[config.mk]
export PLATFORM = sky130hd
export DESIGN_NAME = bra_queue
export DESIGN_NICKNAME = d
export VERILOG_FILES = /design/src/rtl/core/bra_pkg.sv /design/src/rtl/core/bra_queue.sv
export SDC_FILE = /design/constraint.sdc
export NUM_CORES = 1
export LEC_CHECK = 0
export CAP_MARGIN = 40
export CORE_UTILIZATION = 47
export DETAILED_ROUTE_END_ITERATION = 8
export DONT_BUFFER_PORTS = 1
export SLEW_MARGIN = 20
export SYNTH_ARGS = -nofsm -noshare
export SYNTH_HDL_FRONTEND = slang
export SYNTH_SLANG_ARGS = --single-unit
[constraint.sdc]
create_clock -name clk -period 3.4 [get_ports clk]
set_input_delay 0.68 -clock clk [delete_from_list [all_inputs] [get_ports clk]]
set_output_delay 0.68 -clock clk [all_outputs]
set_load 0.02 [all_outputs]
[src/rtl/core/bra_pkg.sv]
// shared types, codes and sizes for the block range allocator
// no dependencies; imported by every module of the allocator
`default_nettype none

package bra_pkg;

    // fixed field widths of the request and result beats
    localparam int TYPE_W  = 2;
    localparam int START_W = 8;
    localparam int COUNT_W = 9;
    localparam int VALUE_W = 32;

    // default store size
    localparam int NUM_CELLS_DEF = 256;

    // command queue between front and back
    localparam int QUEUE_DEPTH = 2;
    localparam int QPTR_W      = (QUEUE_DEPTH > 1) ? $clog2(QUEUE_DEPTH) : 1;
    localparam int QCNT_W      = $clog2(QUEUE_DEPTH + 1);

    typedef enum logic [TYPE_W-1:0] {
        OP_ALLOC = 2'd0,
        OP_FREE  = 2'd1,
        OP_READ  = 2'd2,
        OP_WRITE = 2'd3
    } op_t;

    typedef enum logic [2:0] {
        ST_CLEAR,
        ST_IDLE,
        ST_WALK,
        ST_CHECK,
        ST_RESP
    } state_t;

    // classified request, as queued between front and back
    typedef struct packed {
        op_t                op;
        logic               fail;
        logic [START_W-1:0] first;
        logic [COUNT_W-1:0] count;
        logic [VALUE_W-1:0] value;
    } cmd_t;

    // queue status seen by front and back
    typedef struct packed {
        logic valid;
        logic full;
    } q_stat_t;

endpackage

`default_nettype wire

[src/rtl/core/bra_queue.sv]
// short command queue between front and back
// depends on bra_pkg for the command type and depth
`default_nettype none

module bra_queue
    import bra_pkg::*;
(
    input  wire logic clk,
    input  wire logic rst_n,
    input  wire logic push,
    input  wire cmd_t push_cmd,
    input  wire logic pop,
    output cmd_t      head_cmd,
    output q_stat_t   q_stat
);

    cmd_t              entry_reg [QUEUE_DEPTH];
    logic [QPTR_W-1:0] wr_ptr_reg;
    logic [QPTR_W-1:0] wr_ptr_next;
    logic [QPTR_W-1:0] rd_ptr_reg;
    logic [QPTR_W-1:0] rd_ptr_next;
    logic [QCNT_W-1:0] cnt_reg;
    logic [QCNT_W-1:0] cnt_next;

    function automatic logic [QPTR_W-1:0] ptr_inc(input logic [QPTR_W-1:0] p);
        if (p == QPTR_W'(QUEUE_DEPTH - 1))
            return '0;
        return p + 1'b1;
    endfunction

    assign q_stat.valid = (cnt_reg != '0);
    assign q_stat.full  = (cnt_reg == QCNT_W'(QUEUE_DEPTH));
    assign head_cmd     = entry_reg[rd_ptr_reg];

    always_comb
    begin
        wr_ptr_next = push ? ptr_inc(wr_ptr_reg) : wr_ptr_reg;
        rd_ptr_next = pop  ? ptr_inc(rd_ptr_reg) : rd_ptr_reg;
        cnt_next    = cnt_reg;
        if (push && !pop)
            cnt_next = cnt_reg + 1'b1;
        else if (pop && !push)
            cnt_next = cnt_reg - 1'b1;
    end

    always_ff @(posedge clk or negedge rst_n)
    begin
        if (!rst_n)
        begin
            wr_ptr_reg <= '0;
            rd_ptr_reg <= '0;
            cnt_reg    <= '0;
        end
        else
        begin
            wr_ptr_reg <= wr_ptr_next;
            rd_ptr_reg <= rd_ptr_next;
            cnt_reg    <= cnt_next;
        end
    end

    always_ff @(posedge clk)
    begin
        if (push)
            entry_reg[wr_ptr_reg] <= push_cmd;
    end

endmodule

`default_nettype wire

==> results.cfg <==
[route]
antenna_left = 0
via_per_inst = 5.215
firstDrtPassIters = 4
wl_per_cell_um = 20.66
drt-total-wl_um = 6240
vias = 1575
drc = 0
drt_iter0_drc = 54

[synthesis]
synthTopCellsByArea = edfxtp_1 74%, mux2_4 18%, buf_12 2.4%
synth_top_area_share_pct = 74.49
synthCells = 178
yosys_warnings = 0
synth_edf_count = 104
syn-cell-area_um2 = 4193
ys.flop_type = edfxtp_1
synth_nets = 235
synthArstFlopShare_pct = 3.704
synthTopCellsByCount = 104 x edfxtp_1, 49 x mux2_4, 5 x buf_12, 4 x dfrtp_1, 4 x xor2_1
yosysMostFrequentCell = edfxtp_1
yosysUniqueCellTypes = 14
synth.largest_area_cell = edfxtp_1
yosysSeqAreaShare_pct = 76.87
avgSynthCellArea_um2 = 23.55
ys_seq_elements = 108

[timing]
rsz0062_at_grt = no
layout_min_cycle_time_ns = 2.642
slew_headroom_pct = 52.60
finalSetupViolations = 0
worst_clock_skew_ns = 0.008381
fmax_mhz = 378.6
drv_slew = 0
period_share_pct = 77.70
hold_viol = 0
tightestPinTransition_ns = 0.7110
fin_tns_setup_ns = 0

[worst_setup_path]
worstPathCellList = buf_4 -> mux2_4
path_class = flip-flop to output port
worstPathRequired_ns = 2.72
end_kind = output port
worstPathMaxFanout = 39
slowest_delay_ns = 0.91
cp-start-kind = flip-flop
arrival_ns = 1.96
cp_slowest_cell = dfrtp_4

[global_route]
grt_max_degree = 40
grt-ovfl-total = 0
grt_pass1_wl_um = 8763
antenna_found_initial = 0
grt_pass1_vias = 1669
grt_usage_pct = 13.86

[worst_hold_path]
hold_path.class = input pin to flip-flop

[cts]
cts_sinks = 108
ctsHtreeMaxLevel = 3
path_clk_slew_ns = 0.09
cts_tree = built
clk_path_buf_depth = 2
post_cts_buffers = 0
cts_made_buffers = 9
insertion_delay_ns = 0.35
clockRootBuffer = clkbuf_8

[pwr]
powerDensity_nw_per_um2 = 878.2
ir_worst_vdd_mv = 0.5924
p_leak_nw = 1.615

[die]
dieArea_um2 = 9303
core_um2 = 8678
die_w_um = 96.45
io_pins = 110
initial_utilization_pct = 48.31
num_rows = 34
die_height_um = 96.45

[place]
place_area_um2 = 4267
portBuffers = 0
place_congestion = 0.6341

[finish]
final_nets = 246
syn2layout_area_growth_pct = 6.923
largest_register_ffs = 104
stdcell_area_um2 = 4483
drive_gt1_share_pct = 37.63
diodes = 0

[job]
max_cap_violations = 0

[run_status]
status = completed
[logic make-up after synthesis]
logic type	after synthesis	synth area share, %
mux	52	18.35
fa+ha+maj	1	0.2984
simple gates	5	0.6864
flops	108	76.87
xor+xnor	5	1.044
buf+inv	7	2.745
[repair_timing]
| action | in CTS | in global routing |
|---|---|---|
| hold buffers | 1 | 0 |
| gates resized for setup | 0 | 0 |
| endpoints found under the hold margin | 4 | 0 |
[stage by stage]
step | setup WS, ns | instances | utilization [%] | total power, mW | hold slack [ns]
3_5_place_dp | 1.121 | 285 | 49.16 | 3.204 | 0.3845
6_report | 0.7583 | 302 | 51.66 | 3.937 | 0.4024
5_1_grt | 0.6721 | 302 | 51.66 | 4.103 | 0.3699
2_1_floorplan | 0.9211 | 178 | - | 3.136 | 0.3844
4_1_cts | 0.7089 | 302 | 51.66 | 3.991 | 0.3798
3_3_place_gp | 1.155 | 285 | 49.16 | 3.168 | 0.3845
[per-layer routing]
metal | wire, um | up-vias | track usage [%] | part of all wire, %
li1 | - | 710 | - | -
met1 | 2111 | 796 | 14.06 | 34
met2 | 3375 | 63 | 23.94 | 54
met3 | 709 | 6 | 7.277 | 11
met4 | 44 | 0 | 5.515 | 0.71
met5 | 0 | - | 0 | 0
[cell type report]
cell class	instances	area, um^2
fillers	715	4195
clock inverters	6	78.83
well taps	108	135.1
repair buffers	6	47.55
inverters	1	3.754
multi-input cells	63	863.3
clock buffers	10	127.6
flip-flops and latches	108	3227
[power by group]
part	internal, mW	total, mW	switching, mW
clock network	0.408	0.784	0.377
registers	1.77	1.97	0.201
logic	0.515	1.18	0.667
[cells in the final DEF, fill, tap and decap left out]
master,instances
xor2_1,4
mux2_2,3
xnor2_1,1
clkbuf_1,1
clkinvlp_4,1
inv_1,1
dfrtp_4,1
clkinv_1,3
buf_4,5
mux2_4,49
dfrtp_1,3
nor2_1,1
edfxtp_1,104
nor2b_4,1
dlygate4sd3_1,1
nor2b_1,1
ha_1,1
clkbuf_8,9
bufinv_16,2
and2_2,1
or2_2,1
[worst max-delay path, delay by kind of cell (launching register included)]
family | cells | cell delay [ns]
multiplexers | 1 | 0.36
flip-flops | 1 | 0.91
buffers and inverters | 1 | 0.33
[worst paths after layout]
path | slack (ns) | start | to | depth (start not counted)
setup / recovery | 0.76 | rd_ptr_reg$_DFFE_PN0P_ | head_cmd[22] | 2
min in group asynchronous | 0.58 | rst_n | wr_ptr_reg$_DFFE_PN0P_ | 1
setup reg to reg | 1.54 | wr_ptr_reg$_DFFE_PN0P_ | entry_reg[0][49]$_DFFE_PP_ | 2
hold reg to reg | 0.52 | cnt_reg[1]$_DFFE_PN0P_ | cnt_reg[1]$_DFFE_PN0P_ | 1
hold / removal | 0.40 | pop | rd_ptr_reg$_DFFE_PN0P_ | 1
max in group asynchronous | 2.64 | rst_n | rd_ptr_reg$_DFFE_PN0P_ | 1
Note: power is estimated with default switching activity, not from simulation.
