## src/rtl/core/bra_pkg.sv

```systemverilog
// shared types, codes and sizes for the block range allocator
// no dependencies; imported by every module of the allocator
`default_nettype none

package bra_pkg;

    // fixed field widths of the request and result beats
    localparam int TYPE_W  = 2;
    localparam int START_W = 8;
    localparam int COUNT_W = 9;
    localparam int VALUE_W = 32;

    // default store size
    localparam int NUM_CELLS_DEF = 256;

    // command queue between front and back
    localparam int QUEUE_DEPTH = 2;
    localparam int QPTR_W      = (QUEUE_DEPTH > 1) ? $clog2(QUEUE_DEPTH) : 1;
    localparam int QCNT_W      = $clog2(QUEUE_DEPTH + 1);

    typedef enum logic [TYPE_W-1:0] {
        OP_ALLOC = 2'd0,
        OP_FREE  = 2'd1,
        OP_READ  = 2'd2,
        OP_WRITE = 2'd3
    } op_t;

    typedef enum logic [2:0] {
        ST_CLEAR,
        ST_IDLE,
        ST_WALK,
        ST_CHECK,
        ST_RESP
    } state_t;

    // classified request, as queued between front and back
    typedef struct packed {
        op_t                op;
        logic               fail;
        logic [START_W-1:0] first;
        logic [COUNT_W-1:0] count;
        logic [VALUE_W-1:0] value;
    } cmd_t;

    // queue status seen by front and back
    typedef struct packed {
        logic valid;
        logic full;
    } q_stat_t;

endpackage

`default_nettype wire

```

## src/rtl/core/bra_front.sv

```systemverilog
// request front end: decodes the request type and checks the range bounds
// depends on bra_pkg; feeds the command queue
`default_nettype none

module bra_front
    import bra_pkg::*;
#(
    parameter int NUM_CELLS = NUM_CELLS_DEF
) (
    input  wire logic                      in_valid,
    output logic                           in_stall,
    input  wire logic [TYPE_W-1:0]         req_type,
    input  wire logic [START_W-1:0]        start_index,
    input  wire logic [COUNT_W-1:0]        cell_count,
    input  wire logic signed [VALUE_W-1:0] write_value,
    input  wire q_stat_t                   q_stat,
    output logic                           push,
    output cmd_t                           cmd
);

    localparam int CNT_W = $clog2(NUM_CELLS + 1);
    localparam int SUM_W = ((CNT_W > COUNT_W) ? CNT_W : COUNT_W) + 1;

    logic [SUM_W-1:0] range_end;
    logic [SUM_W-1:0] limit;
    logic             walk_bad;
    logic             cell_bad;
    op_t              op;

    assign op        = op_t'(req_type);
    assign limit     = SUM_W'(NUM_CELLS);
    assign range_end = SUM_W'(start_index) + SUM_W'(cell_count);
    assign walk_bad  = (range_end > limit);
    assign cell_bad  = (SUM_W'(start_index) >= limit);

    assign in_stall = q_stat.full;
    assign push     = in_valid && !q_stat.full;

    always_comb
    begin
        cmd.op    = op;
        cmd.first = start_index;
        cmd.count = cell_count;
        cmd.value = write_value;
        unique case (op)
            OP_ALLOC, OP_FREE: cmd.fail = walk_bad;
            OP_READ, OP_WRITE: cmd.fail = cell_bad;
            default:           cmd.fail = 1'b1;
        endcase
    end

endmodule

`default_nettype wire

```

## config.mk

```make
export PLATFORM = sky130hd
export DESIGN_NAME = bra_front
export DESIGN_NICKNAME = d
export VERILOG_FILES = /design/src/rtl/core/bra_pkg.sv /design/src/rtl/core/bra_front.sv
export SDC_FILE = /design/constraint.sdc
export NUM_CORES = 1
export LEC_CHECK = 0
export ABC_AREA = 1
export ABC_CLOCK_PERIOD_IN_PS = 2900
export BUFFER_PORTS_ARGS = -buffer_cell sky130_fd_sc_hd__buf_2
export CAP_MARGIN = 5
export CELL_PAD_IN_SITES_DETAIL_PLACEMENT = 0
export CELL_PAD_IN_SITES_GLOBAL_PLACEMENT = 2
export CORE_MARGIN = 2
export CORE_UTILIZATION = 15
export DETAILED_ROUTE_END_ITERATION = 7
export GPL_TIMING_DRIVEN = 1
export PLACE_DENSITY_LB_ADDON = 0.2
export SLEW_MARGIN = 20
export SYNTH_ARGS = -nofsm -noshare
export SYNTH_HDL_FRONTEND = slang
export SYNTH_SLANG_ARGS = --single-unit
```

## constraint.sdc

```tcl
create_clock -name vclk -period 2.9
set_input_delay 0 -clock vclk [all_inputs]
set_output_delay 0 -clock vclk [all_outputs]
set_load 0.05 [all_outputs]
```

==> results of run 1 <==
power by group through the flow:
stage | Combinational [mW] | Sequential [mW] | Clock [mW]
after global routing | 0.203 | 0 | 0
after detailed placement | 0.185 | 0 | 0
after global placement | 0.184 | 0 | 0
after CTS | 0.186 | 0 | 0
final | 0.182 | 0 | 0
after floorplan | 0.278 | 0 | 0
final cells by class:
class | instances | area [sq um]
Inverter | 17 | 63.8
Multi-Input combinational cell | 69 | 409
Timing Repair Buffer | 41 | 205
Fill cell | 677 | 4770
Tap cell | 72 | 90.1
synth_stat cells:
| cell type | instances |
|---|---|
| nand2_2 | 2 |
| o21a_1 | 1 |
| a21oi_1 | 4 |
| nand2_1 | 29 |
| nor2_2 | 1 |
| inv_1 | 17 |
| or2_1 | 2 |
| xor2_1 | 1 |
| o21ai_0 | 1 |
| or2_4 | 1 |
| ha_1 | 8 |
| fa_1 | 1 |
| buf_4 | 52 |
| nand3_1 | 7 |
| nor2_1 | 7 |
| a21oi_2 | 2 |
| nand3_2 | 2 |
cell families (layout without fill, tap and decap cells):
logic type | Yosys count | in the layout | share of synthesized area (%)
compound gates | 8 | 8 | 5.80
simple gates | 51 | 51 | 26.7
buf+inv | 69 | 58 | 52.6
fa+ha+maj | 9 | 9 | 13.9
xor+xnor | 1 | 1 | 1.01
path summary, 6_finish.rpt:
| check | endpoint | start |
|---|---|---|
| setup / recovery | cmd[49] | start_index[0] |
| hold / removal | cmd[27] | write_value[27] |
layout by cell type, fill, tap and decap left out:
| master | instances |
|---|---|
| o21ai_0 | 1 |
| nand3_1 | 7 |
| nor2_2 | 1 |
| or2_4 | 1 |
| nand3_2 | 2 |
| a21oi_1 | 4 |
| buf_2 | 41 |
| o21a_1 | 1 |
| ha_1 | 8 |
| nand2_1 | 29 |
| inv_1 | 17 |
| fa_1 | 1 |
| nand2_2 | 2 |
| xor2_1 | 1 |
| nor2_1 | 7 |
| a21oi_2 | 2 |
| or2_1 | 2 |
routing by layer:
metal	wire, um	up-vias	global-route usage, %
met1	774	275	6.25
li1	-	353	-
met2	710	29	8.15
met3	172	12	0.339
met4	35	0	1.36
met5	0	-	0
stage by stage:
stage | setup slack [ps] | cell area, sq um | hold slack [ps]
final | 1130 | 768 | 0.0220
after global routing | 934 | 768 | 0.0718
after CTS | 1110 | 768 | 0.341
after detailed placement | 1120 | 768 | 0.341
after global placement | 1130 | 768 | 0.341
after floorplan | 1270 | 863 | 88.4
==> out/summary.txt, run 1 <==
Outcome - complete, no violations
Nets - 192
Fin crit share - 60.9%
Initial core utilization - 15.6%
Yosys cell types - 17
Drt via density - 3.36
Tmin final - 1770 ps
Rel. slew slack - 83.8%
Die Y - 79.9 um
Synth area leader - buf_4
Routed wire length - 1690 um
Cells along the critical path - buf_2 -> ha_1 -> inv_1 -> fa_1 -> inv_1 -> nand2_1 -> nand2_1 -> nand2_1 -> nand2_1 -> nand2_1 -> nand3_1 -> nor2_1 -> nand2_1 -> nand2_1 -> a21oi_2 -> buf_2
Fmax - 566 MHz
Hpwl dp - 1540 um
Num sequential - 0
Diode count - 0
VDD IR max - 0.0537 mV
Detailed Routing Iterations Pass 1 - 4
Pint - 0.0563 mW
DR iter-0 viols - 17
Synth warn - 0
Port buffer count - 41
Critical path's slowest cell - fa_1
Post-synthesis instance total - 138
Combinational share of power - 100.0%
GRT overflow - 0
Die area - 6380 sq um
Critical path's most frequent cell - nand2_1
Switching share of power - 69.1%
Number of core rows - 27
Slowest Stage Delay on Critical Path - 390 ps
HP Class - primary input to primary output
Fin. max-slew vios - 0
Main area contributors after synthesis - buf_4, nand2_1, ha_1
Hold buffer count at cts - 0
Die X - 79.9 um
Area growth syn-to-layout - -11.0%
TNS Setup - 0 ps
# Post-CTS Setup Buffers - 0
Crit Path Class - primary input to primary output
Crit path max-delay family - simple AND/OR/NAND/NOR gates
Pleak - 0.468 nW
Register area - 0 sq um
Placed cell count - 199
Bufs and invs on worst path - 4
Total GRT Usage - 4.72%
Avg WL per Cell - 8.51 um
Required @ worst endpoint - 2900 ps
Final setup violation count - 0
Worst setup SP type - primary input
Non-Filler Instances - 199
CP arrival - 1770 ps
# IOs - 108
Hold Crit Depth - 0
Final hold vios - 0
Final antenna-violating net count - 0
Vias in the first global route - 616
Post_cts resized - 0
# DRC - 0
Tot Pwr - 0.182 mW
Avg Inst Size Synth - 6.26 sq um
First-pass GRT wire length - 2590 um
Core ar. - 5540 sq um
RD Place Congestion - 0.668
Least-Margin Pin Slew - 244 ps
Critical path depth - 16
Vias - 669
Layout cells sized above 1 - 38.6%
Crit-path max FO - 4
Share of the synthesized area in the top cell type - 45.2%
Largest net degree at the start of global routing - 6
Clk pwr share - 0%
Max Cap Viol - 0
Post-Route Utilization - 13.9%
PwrDens - 237 nW/um^2
Mapped cell area - 863 sq um
Crit path capture type - primary output
Sequential fraction of the synthesis area - 0%
Syn_nets - 201
Sequential share of power - 0%
Initial antenna violation count - 0
# clk buffers - 0
RSZ-0062 raised after global routing - false
Switch Pwr - 0.126 mW
(Power assumes the default switching activity.)
==> run 2: changes to the inputs <==
--- a/config.mk
+++ b/config.mk
@@ -6,13 +6,13 @@
 export NUM_CORES = 1
 export LEC_CHECK = 0
 export ABC_AREA = 1
-export ABC_CLOCK_PERIOD_IN_PS = 2900
+export ABC_CLOCK_PERIOD_IN_PS = 1470
 export BUFFER_PORTS_ARGS = -buffer_cell sky130_fd_sc_hd__buf_2
 export CAP_MARGIN = 5
 export CELL_PAD_IN_SITES_DETAIL_PLACEMENT = 0
 export CELL_PAD_IN_SITES_GLOBAL_PLACEMENT = 2
 export CORE_MARGIN = 2
-export CORE_UTILIZATION = 15
+export CORE_UTILIZATION = 12
 export DETAILED_ROUTE_END_ITERATION = 7
 export GPL_TIMING_DRIVEN = 1
 export PLACE_DENSITY_LB_ADDON = 0.2
==> constraint.sdc (replaced) <==
create_clock -name vclk -period 1.47
set_input_delay 0 -clock vclk [all_inputs]
set_output_delay 0 -clock vclk [all_outputs]
set_load 0.05 [all_outputs]
==> out/summary.txt, run 2 (synthesis gave the netlist of run 1 again) <==
Outcome - finished, violations left
Violations in the final reports - negative setup slack
Initial antenna violation count - 0
Required @ worst endpoint - 1470 ps
Routed wire length - 1850 um
# Post-CTS Setup Buffers - 0
Largest net degree at the start of global routing - 6
PwrDens - 452 nW/um^2
Final hold vios - 0
Crit path capture type - primary output
Crit Path Class - primary input to primary output
First-pass GRT wire length - 3020 um
Drt via density - 3.01
Diode count - 0
Num sequential - 0
Tmin final - 1560 ps
DR iter-0 viols - 24
Hpwl dp - 1670 um
GRT met1 Usage - 4.96%
Register area - 0 sq um
Initial core utilization - 12.6%
Number of core rows - 30
Bufs and invs on worst path - 4
Vias - 689
Design Area, Final - 896 sq um
Detailed Routing Iterations Pass 1 - 4
Hold_sp - req_type[0]
Die Y - 88.8 um
Most common cell after layout, fill and taps aside - buf_2
WHS - 0.0178 ps
Crit path max-delay family - adder cells
Die X - 88.8 um
Crit-path max FO - 2
Fmax - 640 MHz
Area growth syn-to-layout - 3.77%
Critical path's slowest cell - fa_2
Vias in the first global route - 713
VDD IR max - 0.0466 mV
Final antenna-violating net count - 0
Nets - 198
GR peak layer - met2
Tot Pwr - 0.405 mW
Port buffer count - 41
Met3 GRT Util - 0.187%
Layout cells sized above 1 - 45.9%
RD Place Congestion - 0.725
HP Class - primary input to primary output
Die area - 7890 sq um
Crit path to - cmd[49]
Fin worst setup slack - -92.8 ps
Fin crit share - 106%
Slowest Stage Delay on Critical Path - 500 ps
Commonest non-fill, non-tap cells in the layout - buf_2, nand2_1, inv_1
Avg WL per Cell - 8.07 um
Critical path depth - 14
Placed standard-cell area - 856 sq um
Hold buffer count at cts - 0
CP startpoint - cell_count[0]
Final setup violation count - 1
Worst setup SP type - primary input
Fill cells - 804
Least-Margin Pin Slew - 249 ps
# clk buffers - 0
Core ar. - 6870 sq um
# DRC - 0
CP arrival - 1560 ps
Pleak - 0.503 nW
# IOs - 108
GRT overflow - 0
Fin. max-slew vios - 0
Cells along the critical path - buf_8 -> ha_4 -> inv_2 -> fa_2 -> inv_1 -> nor2_1 -> nand2_1 -> a21oi_1 -> nand3_1 -> nor2_1 -> nand2_1 -> nand2_2 -> a21oi_4 -> buf_6
Rel. slew slack - 83.4%
Max Cap Viol - 0
Total GRT Usage - 4.56%
GRT met2 Usage - 9.23%
RSZ-0062 raised after global routing - true
[run 2: cell types whose count changed in the layout (fill, tap and decap cells not counted), moves of 2 or more]
cell	before	now
buf_4	0	6
buf_2	41	38
buf_6	0	2
ha_1	8	6
nand2_1	29	27
nand2_2	2	4
[run 2: through the flow]
stage / setup TNS [ps] / worst slack [ps] / std cells / utilization [%]
floorplan: 0 / 38.3 / 138 / -
global placement: -286 / -286 / 229 / 12.5
detailed placement: -306 / -306 / 229 / 12.5
CTS: -169 / -169 / 229 / 13.0
global route: -214 / -214 / 229 / 13.0
finish: -92.8 / -92.8 / 229 / 13.0
[run 2: metal layers]
metal,vias up,wire length [um]
met5,-,0
met4,0,53
met3,14,118
met2,16,962
met1,298,714
li1,361,-
[run 2: cell type report]
class	count	area (sq um)	share of cell area, %
Multi-Input combinational cell	69	439	49.0
Timing Repair Buffer	47	273	30.4
Tap cell	96	120	13.4
Inverter	17	63.8	7.12
[run 2: worst min-delay path by stage]
stage | endpoint | slack (ps) | depth (start not counted)
finish | cmd[50] | 0.02 | 0
global route | cmd[5] | 0.07 | 0
CTS | cmd[10] | 0.3 | 0
detailed placement | cmd[10] | 0.3 | 0
global placement | cmd[10] | 0.3 | 0
floorplan | cmd[49] | 50 | 1
[run 2: timing repair]
action                                  in CTS  in global routing
endpoints found under the setup margin       1                  1
resized for setup                            9                  1
pin swaps                                    7                  3
[run 2: report_power, final]
group / switching [mW] / leakage, nW / internal [mW]
Sequential: 0 / 0 / 0
Clock: 0 / 0 / 0
Combinational: 0.262 / 0.503 / 0.143
